===== config.mk =====
export PLATFORM = sky130hd
export DESIGN_NAME = decimal_literal_prefix_scanner_core
export DESIGN_NICKNAME = d
export VERILOG_FILES = /design/src/hdl/dlps_pkg.sv /design/src/hdl/dlps_scan.sv /design/src/hdl/dlps_outbuf.sv /design/src/hdl/decimal_literal_prefix_scanner_core.sv
export SDC_FILE = /design/constraint.sdc
export NUM_CORES = 1
export LEC_CHECK = 0
export BUFFER_PORTS_ARGS = -buffer_cell sky130_fd_sc_hd__buf_2
export CAP_MARGIN = 20
export CORE_UTILIZATION = 55
export CTS_CLUSTER_DIAMETER = 50
export CTS_CLUSTER_SIZE = 20
export DETAILED_ROUTE_END_ITERATION = 12
export PLACE_DENSITY = 0.77
export SLEW_MARGIN = 0
export SYNTH_ARGS = -nofsm -noshare
export SYNTH_HDL_FRONTEND = slang
export SYNTH_HIERARCHICAL = 1
export SYNTH_SLANG_ARGS = --single-unit

===== constraint.sdc =====
create_clock -name clk -period 3 [get_ports clk]
set_input_delay 0.15 -clock clk [delete_from_list [all_inputs] [get_ports clk]]
set_output_delay 0.15 -clock clk [all_outputs]
set_load 0.05 [all_outputs]

===== src/hdl/dlps_pkg.sv =====
// Shared types and constants for the decimal literal prefix scanner.
package dlps_pkg;

  localparam int unsigned MAX_TOKEN_LEN_DEF = 255;
  localparam int unsigned LEN_W_MAX = 16;

  localparam logic [7:0] CH_ZERO  = 8'h30;
  localparam logic [7:0] CH_NINE  = 8'h39;
  localparam logic [7:0] CH_DOT   = 8'h2E;
  localparam logic [7:0] CH_LOW_E = 8'h65;
  localparam logic [7:0] CH_UP_E  = 8'h45;
  localparam logic [7:0] CH_PLUS  = 8'h2B;
  localparam logic [7:0] CH_MINUS = 8'h2D;

  typedef enum logic [1:0] {
    ST_NAN   = 2'd0,
    ST_TRAIL = 2'd1,
    ST_WHOLE = 2'd2,
    ST_LONG  = 2'd3
  } status_t;

  typedef struct packed {
    logic [7:0] character;
    logic       last;
  } scan_in_t;

  typedef struct packed {
    logic [7:0] prefix_length;
    status_t    status;
  } scan_out_t;

endpackage


===== src/hdl/dlps_scan.sv =====
// Per-character scan state and the result produced on the last character.
module dlps_scan import dlps_pkg::*; #(
  parameter int unsigned MAX_TOKEN_LEN = MAX_TOKEN_LEN_DEF
) (
  input  logic      clk,
  input  logic      rst,
  input  logic      take,
  input  scan_in_t  word,
  output logic      done,
  output scan_out_t result
);

  localparam int unsigned PW = $clog2(MAX_TOKEN_LEN + 1);

  typedef enum logic [2:0] {
    PH_INT      = 3'd0,
    PH_FRAC     = 3'd1,
    PH_EXP_MARK = 3'd2,
    PH_EXP_SIGN = 3'd3,
    PH_EXP_DIG  = 3'd4,
    PH_JUNK     = 3'd5
  } phase_t;

  phase_t          scan_phase, scan_phase_next;
  logic [PW-1:0]   char_position, char_position_next;
  logic            mantissa_seen, mantissa_seen_next;
  logic [PW-1:0]   literal_end, literal_end_next;
  logic            length_overflow, length_overflow_next;

  logic            full;
  logic            dig;
  logic            is_e;
  logic [LEN_W_MAX:0] end_ext;

  assign full = char_position >= PW'(MAX_TOKEN_LEN);
  assign dig  = (word.character >= CH_ZERO) && (word.character <= CH_NINE);
  assign is_e = (word.character == CH_LOW_E) || (word.character == CH_UP_E);

  always_comb begin
    scan_phase_next      = scan_phase;
    char_position_next   = char_position;
    mantissa_seen_next   = mantissa_seen;
    literal_end_next     = literal_end;
    length_overflow_next = length_overflow;
    if (full) begin
      length_overflow_next = 1'b1;
    end else begin
      char_position_next = char_position + PW'(1);
      case (scan_phase)
        PH_INT: begin
          if (dig) begin
            mantissa_seen_next = 1'b1;
            literal_end_next   = char_position_next;
          end else if (word.character == CH_DOT) begin
            if (mantissa_seen) begin
              literal_end_next = char_position_next;
            end
            scan_phase_next = PH_FRAC;
          end else if (is_e && mantissa_seen) begin
            scan_phase_next = PH_EXP_MARK;
          end else begin
            scan_phase_next = PH_JUNK;
          end
        end
        PH_FRAC: begin
          if (dig) begin
            mantissa_seen_next = 1'b1;
            literal_end_next   = char_position_next;
          end else if (is_e && mantissa_seen) begin
            scan_phase_next = PH_EXP_MARK;
          end else begin
            scan_phase_next = PH_JUNK;
          end
        end
        PH_EXP_MARK: begin
          if (dig) begin
            literal_end_next = char_position_next;
            scan_phase_next  = PH_EXP_DIG;
          end else if (word.character == CH_PLUS || word.character == CH_MINUS) begin
            scan_phase_next = PH_EXP_SIGN;
          end else begin
            scan_phase_next = PH_JUNK;
          end
        end
        PH_EXP_SIGN, PH_EXP_DIG: begin
          if (dig) begin
            literal_end_next = char_position_next;
            scan_phase_next  = PH_EXP_DIG;
          end else begin
            scan_phase_next = PH_JUNK;
          end
        end
        default: begin
          scan_phase_next = PH_JUNK;
        end
      endcase
    end
  end

  assign end_ext = (LEN_W_MAX + 1)'(literal_end_next);

  always_comb begin
    done = take && word.last;
    result.prefix_length = (end_ext > (LEN_W_MAX + 1)'(255)) ? 8'hFF : end_ext[7:0];
    if (length_overflow_next) begin
      result.status = ST_LONG;
    end else if (literal_end_next == '0) begin
      result.status = ST_NAN;
    end else if (literal_end_next != char_position_next) begin
      result.status = ST_TRAIL;
    end else begin
      result.status = ST_WHOLE;
    end
  end

  always_ff @(posedge clk) begin
    if (rst || (take && word.last)) begin
      scan_phase      <= PH_INT;
      char_position   <= '0;
      mantissa_seen   <= 1'b0;
      literal_end     <= '0;
      length_overflow <= 1'b0;
    end else if (take) begin
      scan_phase      <= scan_phase_next;
      char_position   <= char_position_next;
      mantissa_seen   <= mantissa_seen_next;
      literal_end     <= literal_end_next;
      length_overflow <= length_overflow_next;
    end
  end

endmodule


===== src/hdl/dlps_outbuf.sv =====
// Result register between the scanner and the result channel.
module dlps_outbuf import dlps_pkg::*; (
  input  logic      clk,
  input  logic      rst,
  input  logic      load,
  input  scan_out_t load_word,
  output logic      busy,
  output logic      valid,
  input  logic      stall,
  output scan_out_t word
);

  assign busy = valid && stall;

  always_ff @(posedge clk) begin
    if (rst) begin
      valid <= 1'b0;
    end else if (load) begin
      valid <= 1'b1;
    end else if (!stall) begin
      valid <= 1'b0;
    end
  end

  always_ff @(posedge clk) begin
    if (load) begin
      word <= load_word;
    end
  end

endmodule


===== src/hdl/decimal_literal_prefix_scanner_core.sv =====
// Decimal literal prefix scanner: one character word per unstalled cycle, one result word
// per token. A token arrives as character words; the word with last set closes it and yields
// one result word (prefix_length, status) in the result register in the next cycle. Words
// with last clear yield nothing. The scanner takes a new character every cycle the result
// register is empty or being emptied, so a stalled result holds off the character channel
// only while a finished result is still waiting. Characters beyond MAX_TOKEN_LEN are taken
// and ignored, and the token reports status "too long"; prefix_length saturates at 255.
module decimal_literal_prefix_scanner_core import dlps_pkg::*; #(
  parameter int unsigned MAX_TOKEN_LEN = MAX_TOKEN_LEN_DEF
) (
  input  logic      clk,
  input  logic      rst,
  input  logic      char_valid,
  output logic      char_stall,
  input  scan_in_t  char_word,
  output logic      result_valid,
  input  logic      result_stall,
  output scan_out_t result_word
);

  logic      take;
  logic      done;
  scan_out_t result;

  assign take = char_valid && !char_stall;

  dlps_scan #(
    .MAX_TOKEN_LEN(MAX_TOKEN_LEN)
  ) u_scan (
    .clk    (clk),
    .rst    (rst),
    .take   (take),
    .word   (char_word),
    .done   (done),
    .result (result)
  );

  dlps_outbuf u_outbuf (
    .clk       (clk),
    .rst       (rst),
    .load      (done),
    .load_word (result),
    .busy      (char_stall),
    .valid     (result_valid),
    .stall     (result_stall),
    .word      (result_word)
  );

endmodule

==> metrics.log <==
INFO  metric die_extent_in_x = 61.46 um
INFO  metric syn_to_final_growth = 13.38%
INFO  metric grt_overflow = 0
INFO  metric synth-seq-cells = 32
INFO  metric crit_arrival = 2.83 ns
INFO  metric top_level_ports = 25
INFO  metric gr-usage-all-layers = 0.2601
INFO  metric critPathRequiredTime = roughly 3.1 ns
INFO  metric grt_pass1_wl = 7051 um
INFO  metric cts_root_buf = clkbuf_4
INFO  metric final_layout_size_suffix_gt1_frac = 0.2048
INFO  metric fin_setup_tns = 0 ns
INFO  metric placementRows = 21
INFO  metric cp-end-kind = register
INFO  metric core_area = 3363 sq um
INFO  metric cts_max_path_buffers = 2
INFO  metric maximum_number_of_pins_on_one_net_before_global_route_repair = 22
INFO  metric timing.slew.headroom = 0.5969
INFO  metric timing.fmax = approximately 370 MHz
INFO  metric intPower = approximately 700 uW
INFO  metric postRouteAntennaNets = 0
INFO  metric detailed_place.area = between 2000 and 2500 sq um
INFO  metric cp_max_fo = 9
INFO  metric post_detailed_route_via_to_cell_ratio = 6.064
INFO  metric clock_skew = 0.01533 ns
INFO  metric hpwlAfterDp = between 3000 and 4000 um
INFO  metric max_cap_viol_count = 0
INFO  metric leakage = around 0.00085 uW
INFO  metric nNetsFinal = 262
INFO  metric register_area = 740.7 sq um
INFO  metric timing.setup.critical_path_class = reg -> reg
INFO  metric p_comb_frac = 0.171
INFO  metric finalWorstSetupSlack = 0.2743 ns
INFO  metric drcViolationCount = 0
INFO  metric synth_sequential_area_ratio = 0.3810
INFO  metric worst-slew-pin-transition = 0.5991 ns
INFO  metric pre_cts_ws = 0.3078 ns
INFO  metric drt_wl_total = approximately 4500 um
INFO  metric synthesis.nets = 235
INFO  metric cts-buffers-inserted = 5
INFO  metric asyncSetResetFlopFracSynth = 0
INFO  metric final_cell_count_no_fill = about 300
INFO  metric grt_setup_unrepaired = no
INFO  metric initial_utilization = 0.5781
INFO  metric detail_route.wl_per_cell = 15.13 um
INFO  metric power.ir.vdd_worst = 0.3520 mV
INFO  metric total_area_of_multi_input_combinational_cells = 1132 sq um
INFO  metric min_period = 2.726 ns
INFO  metric synth_edf_count = 10
INFO  metric yosys_warnings = 6
INFO  metric firstDrtPassIters = 4
INFO  metric fin_crit_sh = 0.9086
INFO  metric n_fill_cell = 300
INFO  metric startpoint_type = register
INFO  metric drt_iter0_drc = 178
INFO  metric vias_in_the_first_global_route = 1539
INFO  metric outcome = finished, final reports clean
INFO  metric design_area = 2205 sq um
INFO  metric switching_share = 0.2732
INFO  metric insertedDiodeCount = 0
INFO  metric report.final.hold_viol_count = 0
INFO  metric synth.avg_cell_area = just under 9 sq um
INFO  metric cts_max_level = 2
INFO  metric power_density_over_the_cells = 435.0 nW/um^2
INFO  metric synth.area.top_cells = dfxtp_1 23%, edfxtp_1 15%, nor2_1 6.6%
INFO  metric report.final.setup_viol = 0
INFO  metric synthesis.area = 1944 sq um
INFO  metric post-synth-top-count-cell = nor2_1
INFO  metric ys_types = 57
INFO  metric synth_top_area_cell = dfxtp_1
INFO  metric finalHoldWorstSlack = 0.06208 ns
INFO  metric synth_top_flop_cell = dfxtp_1
INFO  metric worst_setup_hold_path_clk_slew = 0.10 ns
INFO  metric worst_skew_pair.late_latency = 0.34 ns
INFO  metric min_path_type = in -> reg
INFO  metric total_die_area = 3777 sq um
INFO  metric die_h = 61.46 um
INFO  metric power.clock.fraction = 0.336
INFO  metric cts_tree = done
INFO  metric register_share_of_total_power = 0.493
INFO  metric yosys.area.top_type_share = 0.2265
INFO  metric gp_weighted_congestion = 0.9018
INFO  metric cts.sinks = 32
INFO  metric antenna_violations_before_repair = 0
INFO  metric routed-via-count = approximately 1800
INFO  metric postSynthCellCount = around 220
INFO  metric final_max_slew_viol_count = 0
INFO  metric yosys-top-cells-count = 34 x nor2_1, 22 x a21oi_1, 22 x dfxtp_1
INFO  metric number_of_cells_in_the_design_after_placement = 286
INFO  metric netSwitchingPower = 262.0 uW
INFO  metric port-buffer-count = 24
layout make-up:
| cell class | instances | share of cell area |
|---|---|---|
| clock buffer | 6 | 0.01873 |
| clock inverter | 2 | 0.01589 |
| inverter | 8 | 0.01362 |
| multi-input combinational | 171 | 0.5136 |
| sequential | 32 | 0.3360 |
| tap | 46 | 0.02611 |
| timing repair buffer | 30 | 0.07605 |
layout by cell type, fill, tap and decap left out, types with 4 or more instances in the layout:
cell type  count
nor3_1         4
dfxtp_1       22
xor2_1         5
inv_1          8
o21ai_0        8
xnor2_1        7
mux2i_1       11
nand4_1        5
buf_2         24
buf_4          5
nand3_1        5
nand2_1        6
a21oi_1       22
nor2_1        34
clkbuf_4       5
edfxtp_1      10
power groups by stage:
stage	clock network [uW]	logic, uW	registers (uW)
after CTS	331	162	472
after floorplan	0	98.9	503
final	322	164	473
after detailed placement	0	160	482
after global placement	0	160	482
after global routing	349	179	475
critical path, cell delays in order, from the launching register on:
cell      delay [ns]
dfxtp_1         0.42
ha_1            0.25
nand3_1         0.23
or2_0           0.45
and3_1          0.25
o211ai_1        0.09
nand4_1         0.13
a2111o_1        0.40
a211o_1         0.29
flip-flops by register name (all words and copies together), names as in the netlist:
signal,flops
u_outbuf/valid,1
u_outbuf/word,10
u_scan/char_position,8
u_scan/length_overflow,1
u_scan/literal_end,8
u_scan/mantissa_seen,1
u_scan/scan_phase,3
cell families (layout without fill, tap and decap cells):
family	Yosys count	count (layout)	synth area share
multiplexers	14	14	0.07529
AO/OA/AOI/OAI	60	60	0.2066
flip-flops	32	32	0.3810
AND/OR/NAND/NOR	84	84	0.2400
XOR/XNOR	12	12	0.05405
adder cells (fa/ha/maj)	1	1	0.006434
buffers and inverters	18	46	0.03668
stage by stage:
| step | power (uW) | utilization |
|---|---|---|
| floorplan | 601.7 | - |
| global placement | 641.3 | 0.6298 |
| detailed placement | 642.3 | 0.6298 |
| CTS | 965.1 | 0.6555 |
| global route | 1003 | 0.6555 |
| finish | 958.9 | 0.6555 |
routing by layer:
layer  share of wire  GRT usage
met1            0.47     0.3593
met4           0.012    0.08889
met5               0          0
met3           0.065    0.05672
met2            0.45     0.4037
repair_timing:
| action | in CTS | in global routing |
|---|---|---|
| hold endpoints to repair | 1 | 0 |
| resized for setup | 0 | 0 |
| buffers inserted | 0 | 0 |
| hold buffers | 1 | 0 |
path summary, 6_finish.rpt:
kind,from,endpoint,depth (start not counted),slack (ns)
worst max-delay path,u_scan/char_position[1],u_outbuf/word[0],8,0.27
worst min-delay path,result_stall,u_outbuf/valid,3,0.06
worst min register to register,u_outbuf/valid,u_outbuf/valid,2,0.52
worst max register to register,u_scan/char_position[1],u_outbuf/word[0],8,0.27
Note: power is estimated with default switching activity, not from simulation.
